--- src/ycu_pkg.sv ---
`timescale 1ns / 1ps

package ycu_pkg;

   // Sample and accumulator widths
   localparam int PIX_W = 8;
   localparam int SUM_W = 10;
   localparam int ACC_W = 18;

   // Register stages from an accepted transfer to the result strobe
   localparam int PIPE_DEPTH = 4;

   // Integer BT.601 coefficients, 6-bit fraction
   localparam int Y_OFFSET   = 16;
   localparam int C_OFFSET   = 128;
   localparam int K_Y        = 74;
   localparam int K_R_CR     = 102;
   localparam int K_G_CR     = 52;
   localparam int K_G_CB     = 25;
   localparam int K_B_CB     = 129;
   localparam int ROUND_HALF = 32;
   localparam int FRAC_BITS  = 6;
   localparam int PIX_MAX    = 255;

   // Quad position inside the pixel array
   localparam int POS_TL = 0;
   localparam int POS_TR = 1;
   localparam int POS_BL = 2;
   localparam int POS_BR = 3;
   localparam int NUM_POS = 4;

   typedef logic [PIX_W-1:0] pix_byte_type;

   typedef struct packed {
      pix_byte_type luma_top_left;
      pix_byte_type luma_top_right;
      pix_byte_type luma_bottom_left;
      pix_byte_type luma_bottom_right;
      pix_byte_type cb_here;
      pix_byte_type cr_here;
      pix_byte_type cb_right;
      pix_byte_type cr_right;
      pix_byte_type cb_below;
      pix_byte_type cr_below;
      pix_byte_type cb_diagonal;
      pix_byte_type cr_diagonal;
   } req_type;

   typedef struct packed {
      pix_byte_type red_top_left;
      pix_byte_type green_top_left;
      pix_byte_type blue_top_left;
      pix_byte_type red_top_right;
      pix_byte_type green_top_right;
      pix_byte_type blue_top_right;
      pix_byte_type red_bottom_left;
      pix_byte_type green_bottom_left;
      pix_byte_type blue_bottom_left;
      pix_byte_type red_bottom_right;
      pix_byte_type green_bottom_right;
      pix_byte_type blue_bottom_right;
   } rsp_type;

   // One pixel with its upsampled chroma
   typedef struct packed {
      pix_byte_type luma;
      pix_byte_type cb;
      pix_byte_type cr;
   } pix_type;

   // One converted pixel
   typedef struct packed {
      pix_byte_type red;
      pix_byte_type green;
      pix_byte_type blue;
   } rgb_type;

endpackage

--- src/ycu_chroma.sv ---
`timescale 1ns / 1ps

module ycu_chroma (
   input  logic               clock,
   input  ycu_pkg::req_type   req_data,
   input  logic               load,
   output ycu_pkg::pix_type   quad_ff [ycu_pkg::NUM_POS]
);

   localparam int PW = ycu_pkg::PIX_W;
   localparam int SW = ycu_pkg::SUM_W;

   logic [PW:0]   cb_tr_sum, cr_tr_sum, cb_bl_sum, cr_bl_sum;
   logic [SW-1:0] cb_br_sum, cr_br_sum;
   ycu_pkg::pix_type quad_in [ycu_pkg::NUM_POS];

   // Floor averages toward the right, below and diagonal neighbours
   always_comb begin
      cb_tr_sum = {1'b0, req_data.cb_here} + {1'b0, req_data.cb_right};
      cr_tr_sum = {1'b0, req_data.cr_here} + {1'b0, req_data.cr_right};
      cb_bl_sum = {1'b0, req_data.cb_here} + {1'b0, req_data.cb_below};
      cr_bl_sum = {1'b0, req_data.cr_here} + {1'b0, req_data.cr_below};
      cb_br_sum = SW'(cb_tr_sum) + SW'({1'b0, req_data.cb_below})
                  + SW'({1'b0, req_data.cb_diagonal});
      cr_br_sum = SW'(cr_tr_sum) + SW'({1'b0, req_data.cr_below})
                  + SW'({1'b0, req_data.cr_diagonal});

      quad_in[ycu_pkg::POS_TL].luma = req_data.luma_top_left;
      quad_in[ycu_pkg::POS_TL].cb   = req_data.cb_here;
      quad_in[ycu_pkg::POS_TL].cr   = req_data.cr_here;
      quad_in[ycu_pkg::POS_TR].luma = req_data.luma_top_right;
      quad_in[ycu_pkg::POS_TR].cb   = cb_tr_sum[PW:1];
      quad_in[ycu_pkg::POS_TR].cr   = cr_tr_sum[PW:1];
      quad_in[ycu_pkg::POS_BL].luma = req_data.luma_bottom_left;
      quad_in[ycu_pkg::POS_BL].cb   = cb_bl_sum[PW:1];
      quad_in[ycu_pkg::POS_BL].cr   = cr_bl_sum[PW:1];
      quad_in[ycu_pkg::POS_BR].luma = req_data.luma_bottom_right;
      quad_in[ycu_pkg::POS_BR].cb   = cb_br_sum[SW-1:2];
      quad_in[ycu_pkg::POS_BR].cr   = cr_br_sum[SW-1:2];
   end

   // Capture the quad on each accepted transfer
   always_ff @(posedge clock) begin
      if (load) begin
         quad_ff <= quad_in;
      end
   end

endmodule

--- src/ycu_pixel.sv ---
`timescale 1ns / 1ps

module ycu_pixel (
   input  logic               clock,
   input  ycu_pkg::pix_type   pix,
   output ycu_pkg::rgb_type   rgb_ff
);

   localparam int AW = ycu_pkg::ACC_W;
   localparam int PW = ycu_pkg::PIX_W;

   localparam logic signed [AW-1:0] KY    = AW'(ycu_pkg::K_Y);
   localparam logic signed [AW-1:0] KRCR  = AW'(ycu_pkg::K_R_CR);
   localparam logic signed [AW-1:0] KGCR  = AW'(ycu_pkg::K_G_CR);
   localparam logic signed [AW-1:0] KGCB  = AW'(ycu_pkg::K_G_CB);
   localparam logic signed [AW-1:0] KBCB  = AW'(ycu_pkg::K_B_CB);
   localparam logic signed [AW-1:0] YOFS  = AW'(ycu_pkg::Y_OFFSET);
   localparam logic signed [AW-1:0] COFS  = AW'(ycu_pkg::C_OFFSET);
   localparam logic signed [AW-1:0] RND   = AW'(ycu_pkg::ROUND_HALF);
   localparam logic signed [AW-1:0] SATHI = AW'(ycu_pkg::PIX_MAX);

   logic signed [AW-1:0] y_ofs, cb_ofs, cr_ofs;
   logic signed [AW-1:0] prod_y_in, prod_rcr_in, prod_gcr_in, prod_gcb_in, prod_bcb_in;
   logic signed [AW-1:0] prod_y_ff, prod_rcr_ff, prod_gcr_ff, prod_gcb_ff, prod_bcb_ff;
   logic signed [AW-1:0] sum_r_in, sum_g_in, sum_b_in;
   logic signed [AW-1:0] sum_r_ff, sum_g_ff, sum_b_ff;
   logic signed [AW-1:0] q_r, q_g, q_b;
   ycu_pkg::rgb_type     rgb_in;

   function automatic ycu_pkg::pix_byte_type saturate(input logic signed [AW-1:0] q);
      ycu_pkg::pix_byte_type res;
      if (q < 0) begin
         res = '0;
      end else if (q > SATHI) begin
         res = PW'(ycu_pkg::PIX_MAX);
      end else begin
         res = q[PW-1:0];
      end
      return res;
   endfunction

   // Remove offsets and form the coefficient products
   always_comb begin
      y_ofs       = signed'(AW'(pix.luma)) - YOFS;
      cb_ofs      = signed'(AW'(pix.cb)) - COFS;
      cr_ofs      = signed'(AW'(pix.cr)) - COFS;
      prod_y_in   = AW'(y_ofs * KY);
      prod_rcr_in = AW'(cr_ofs * KRCR);
      prod_gcr_in = AW'(cr_ofs * KGCR);
      prod_gcb_in = AW'(cb_ofs * KGCB);
      prod_bcb_in = AW'(cb_ofs * KBCB);
   end

   always_ff @(posedge clock) begin
      prod_y_ff   <= prod_y_in;
      prod_rcr_ff <= prod_rcr_in;
      prod_gcr_ff <= prod_gcr_in;
      prod_gcb_ff <= prod_gcb_in;
      prod_bcb_ff <= prod_bcb_in;
   end

   // Combine products per channel and add the rounding half
   always_comb begin
      sum_r_in = prod_y_ff + prod_rcr_ff + RND;
      sum_g_in = prod_y_ff - prod_gcr_ff - prod_gcb_ff + RND;
      sum_b_in = prod_y_ff + prod_bcb_ff + RND;
   end

   always_ff @(posedge clock) begin
      sum_r_ff <= sum_r_in;
      sum_g_ff <= sum_g_in;
      sum_b_ff <= sum_b_in;
   end

   // Drop the fraction with a floor shift and clamp to a byte
   always_comb begin
      q_r          = sum_r_ff >>> ycu_pkg::FRAC_BITS;
      q_g          = sum_g_ff >>> ycu_pkg::FRAC_BITS;
      q_b          = sum_b_ff >>> ycu_pkg::FRAC_BITS;
      rgb_in.red   = saturate(q_r);
      rgb_in.green = saturate(q_g);
      rgb_in.blue  = saturate(q_b);
   end

   always_ff @(posedge clock) begin
      rgb_ff <= rgb_in;
   end

endmodule

--- src/ycbcr420_upsample_to_rgb.sv ---
`timescale 1ns / 1ps

// Channel   Ports                      Direction  Transfer
// request   start, busy, req_data      in         start high while busy low
// result    rsp_strobe, rsp_data       out        every cycle rsp_strobe is high
//
// Four register stages: chroma averaging, coefficient products, channel sums,
// then floor shift with saturation into the output register.
// One request per cycle is taken.
// busy stays low: the pipeline never stalls, since results cannot be held off.
// Reset clears only the valid bits that travel beside the data.

module ycbcr420_upsample_to_rgb (
   input  logic             clock,
   input  logic             reset,
   input  logic             start,
   output logic             busy,
   input  ycu_pkg::req_type req_data,
   output logic             rsp_strobe,
   output ycu_pkg::rsp_type rsp_data
);

   localparam int DEPTH = ycu_pkg::PIPE_DEPTH;

   logic             accept;
   logic [DEPTH-1:0] valid_ff, valid_in;
   ycu_pkg::pix_type quad_ff [ycu_pkg::NUM_POS];
   ycu_pkg::rgb_type rgb_ff  [ycu_pkg::NUM_POS];

   assign busy   = 1'b0;
   assign accept = start & ~busy;

   ycu_chroma u_chroma (
      .clock    (clock),
      .req_data (req_data),
      .load     (accept),
      .quad_ff  (quad_ff)
   );

   for (genvar p = 0; p < ycu_pkg::NUM_POS; p++) begin : g_pix
      ycu_pixel u_pixel (
         .clock  (clock),
         .pix    (quad_ff[p]),
         .rgb_ff (rgb_ff[p])
      );
   end

   // Advance the valid bits alongside the data stages
   assign valid_in = {valid_ff[DEPTH-2:0], accept};

   always_ff @(posedge clock) begin
      if (reset) begin
         valid_ff <= '0;
      end else begin
         valid_ff <= valid_in;
      end
   end

   // Drive the result from the pixel output registers
   always_comb begin
      rsp_strobe                  = valid_ff[DEPTH-1];
      rsp_data.red_top_left       = rgb_ff[ycu_pkg::POS_TL].red;
      rsp_data.green_top_left     = rgb_ff[ycu_pkg::POS_TL].green;
      rsp_data.blue_top_left      = rgb_ff[ycu_pkg::POS_TL].blue;
      rsp_data.red_top_right      = rgb_ff[ycu_pkg::POS_TR].red;
      rsp_data.green_top_right    = rgb_ff[ycu_pkg::POS_TR].green;
      rsp_data.blue_top_right     = rgb_ff[ycu_pkg::POS_TR].blue;
      rsp_data.red_bottom_left    = rgb_ff[ycu_pkg::POS_BL].red;
      rsp_data.green_bottom_left  = rgb_ff[ycu_pkg::POS_BL].green;
      rsp_data.blue_bottom_left   = rgb_ff[ycu_pkg::POS_BL].blue;
      rsp_data.red_bottom_right   = rgb_ff[ycu_pkg::POS_BR].red;
      rsp_data.green_bottom_right = rgb_ff[ycu_pkg::POS_BR].green;
      rsp_data.blue_bottom_right  = rgb_ff[ycu_pkg::POS_BR].blue;
   end

endmodule

--- config.mk ---
export PLATFORM = sky130hd
export DESIGN_NAME = ycbcr420_upsample_to_rgb
export DESIGN_NICKNAME = d
export VERILOG_FILES = /design/src/ycu_pkg.sv /design/src/ycu_chroma.sv /design/src/ycu_pixel.sv /design/src/ycbcr420_upsample_to_rgb.sv
export SDC_FILE = /design/constraint.sdc
export NUM_CORES = 2
export LEC_CHECK = 0
export BUFFER_PORTS_ARGS = -buffer_cell sky130_fd_sc_hd__buf_4
export CAP_MARGIN = 5
export CORE_MARGIN = 2
export CORE_UTILIZATION = 25
export CTS_CLUSTER_SIZE = 40
export DETAILED_ROUTE_END_ITERATION = 12
export PLACE_DENSITY = 0.4
export SLEW_MARGIN = 25
export SYNTH_ARGS = -nofsm -noshare
export SYNTH_HDL_FRONTEND = slang
export SYNTH_SLANG_ARGS = --single-unit
--- constraint.sdc ---
create_clock -name clock -period 4.8 [get_ports clock]
set_input_delay 0 -clock clock [delete_from_list [all_inputs] [get_ports clock]]
set_output_delay 0 -clock clock [all_outputs]
set_load 0.05 [all_outputs]
==> out/qor.yml <==
clock_tree:
  cts_made_buffers: 89
  cts-root-buf: "clkbuf_16"
  clockBufferDepth: 3
  clock-sinks: 668
  cts_setup_buffers: 0
  path_clk_slew_ps: 60
  clock_latency_ps: 720
  htree_levels: 3
  tritoncts: "built"
floorplan:
  initial_utilization_pct: 25.2
  coreArea_mm2: 0.172
  die_y_um: 420
  num_io_pins: 197
  fp-row-count: 152
  die_area_mm2: 0.176
  die_x_um: 420
cells_and_area:
  final_cell_mix: "ha_1, inv_1, dfxtp_1"
  finalNetCount: 5810
  drive_gt1_share_pct: 8.35
  syn_to_final_growth_pct: 20.5
  layout_commonest_cell: "ha_1"
  fin_area_mm2: 0.0521
worst_setup_path:
  r2r_end: "g_pix[0].u_pixel.prod_y_ff[15]"
  cp_max_fo: 9
  endpoint_kind: "flip-flop"
  critPathLaunch: "u_chroma.quad_ff[92]"
  worst_ep_required_time_ps: 5360
  endpoint: "g_pix[0].u_pixel.prod_y_ff[15]"
  worstPathArrival_ps: 4870
  path_class: "flip-flop to flip-flop"
  r2r-start: "u_chroma.quad_ff[92]"
  cp-start-kind: "flip-flop"
  reg2reg_slack_ps: 490
  reg2reg_depth: 15
synthesis:
  synth_edf_count: 96
  yosys_most_used_dff: "dfxtp_1"
  synthesis.nets: 5418
  yosys_warnings: 0
  async_reset_ff_share_pct: 0
  ys_seq_area_share_pct: 33.2
  ys_ff_latch: 668
  synthCells: 4194
  synth_top_family_by_area: "adder cells"
  synth_cell_types: 69
  synth-xor-area-share_pct: 7.01
  netlist_area_mm2: 0.0432
  synth_fa_ha_area_share_pct: 36.6
  synth_top_area_share_pct: 26.5
  synthMuxAreaShare_pct: 0.0695
  yosys.area_share.simple_pct: 7.78
  yosysTopAreaCell: "dfxtp_1"
  synth_compound_area_share_pct: 9.43
  avgSynthCellArea_um2: 10.3
  synthTopCellsByArea: "dfxtp_1, ha_1, fa_1, edfxtp_1, inv_1"
timing:
  fmax_ghz: 0.232
  setup_tns_ps: 0
  setup_ws_ps: 485
  rsz0062_at_grt: "false"
  hold_viol: 0
  fin_hold_ws_ps: 37.1
  maxSlewViolCount: 0
  post-route-period-util_pct: 89.9
  clock_skew_ps: 49.3
  worst_slew_pin_slew_ps: 955
  slew_headroom_pct: 35.9
  setup_viol: 0
  finalCriticalPeriod_ps: 4310
drt:
  drt_iter0_drc: 972
  via_per_inst: 4.07
  vias: 28400
  wl_per_cell_um: 15.5
  drc: 0
  ant_nets: 0
  dr.pass1.iters: 5
  routed_wl_um: 108000
global_routing:
  track_usage_pct: 12.6
  grt_pass1_wl_um: 169000
  grt-ovfl-total: 0
  grt_pass1_vias: 29400
  antenna_found_initial: 6
  grt_max_degree: 53
placed_design:
  dp_hpwl_um: 90000
  place_area_mm2: 0.0476
  port_buffers: 195
  dp_slack_ps: 132
  gp_congestion: 0.796
flow_run:
  maxCapViolCount: 0
hold_path:
  min_path_cells: 3
  hold_class: "input port to flip-flop"
run_status:
  outcome: "completed"
## cell type report
cell class | count | area, µm²
antenna | 1 | 2.50
clock buffer | 119 | 2570
clock inverter | 46 | 678
fill | 17900 | 120000
inverter | 653 | 2450
multi-input combinational | 2841 | 26300
sequential | 668 | 14300
tap | 2310 | 2890
timing repair buffer | 333 | 2810
## sequential cells by signal, summed over array words and instances (netlist names)
signal / flops
u_chroma.quad_ff: 96
g_pix.u_pixel.prod_gcb_ff: 72
g_pix.u_pixel.sum_b_ff: 48
g_pix.u_pixel.prod_gcr_ff: 60
g_pix.u_pixel.rgb_ff: 96
g_pix.u_pixel.sum_r_ff: 48
g_pix.u_pixel.prod_y_ff: 68
g_pix.u_pixel.sum_g_ff: 48
g_pix.u_pixel.prod_rcr_ff: 68
valid_ff: 4
g_pix.u_pixel.prod_bcb_ff: 60
## layer usage
metal / vias up / wire length, µm / global-route usage (%)
met2: 279 / 52800 / 22.0
met3: 161 / 2830 / 1.95
met1: 13100 / 49100 / 15.6
li1: 14800 / - / -
met5: - / 0 / 0
met4: 0 / 3630 / 4.26
## cell families after synthesis
family,after synthesis
other,1
adders and majority gates,1125
DFF,668
AOI/OAI and AO/OA,635
muxes,3
buffers and inverters,685
and+or+nand+nor,731
xor gates and xnor gates,346
## cells in the mapped netlist (5+ instances only)
master,instances
ha_1,894
inv_1,653
dfxtp_1,572
nor2_1,380
xnor2_1,250
fa_1,231
a21oi_1,229
edfxtp_1,96
xor2_1,96
o21ai_0,93
nand2_1,89
a21o_1,72
nor3_1,57
nor2b_1,55
o21bai_1,45
o21a_1,43
nand2b_1,28
a211oi_1,22
nand3_1,22
and3_1,19
or3_1,19
clkbuf_1,18
and2_1,17
a31oi_1,16
a21boi_0,13
buf_1,13
a41oi_1,11
or2_2,10
a221oi_1,9
and4_1,9
nand4_1,9
o211ai_1,9
o31ai_1,9
a221o_1,7
a2111oi_0,6
a311o_1,6
a22oi_1,5
o22ai_1,5
## through the flow
step | cells | util (%)
after floorplan | 4194 | -
after global placement | 6681 | 27.7
after detailed placement | 6681 | 27.7
after CTS | 6970 | 30.3
after global routing | 6970 | 30.3
final | 6971 | 30.3
## what timing repair did
action                                 CTS  global route
endpoints found under the hold margin  139             0
gates resized for setup                  0             2
setup endpoints to repair                0             2
hold buffers                           124             0
## how the worst min path moves through the flow
stage	start	slack, ps	to
floorplan	reset	70	valid_ff[0]
global placement	req_data[95]	180	u_chroma.quad_ff[95]
detailed placement	req_data[74]	180	u_chroma.quad_ff[42]
CTS	req_data[84]	1	u_chroma.quad_ff[68]
global route	req_data[84]	10	u_chroma.quad_ff[68]
finish	req_data[44]	40	u_chroma.quad_ff[59]
## worst max-delay path: stages, from the launching register on
cell and delay [ps]:
edfxtp_1 380, inv_1 140, ha_1 200, or3b_2 620, inv_1 300, ha_1 290
ha_1 280, inv_1 50, fa_1 500, inv_1 40, ha_1 370, nand3_1 120
nor3_1 50, a2111oi_2 470, a211oi_1 190, xnor2_1 170
Power is not shown: default switching activity piles up to over one toggle a cycle in this logic, so the estimate is an artifact.
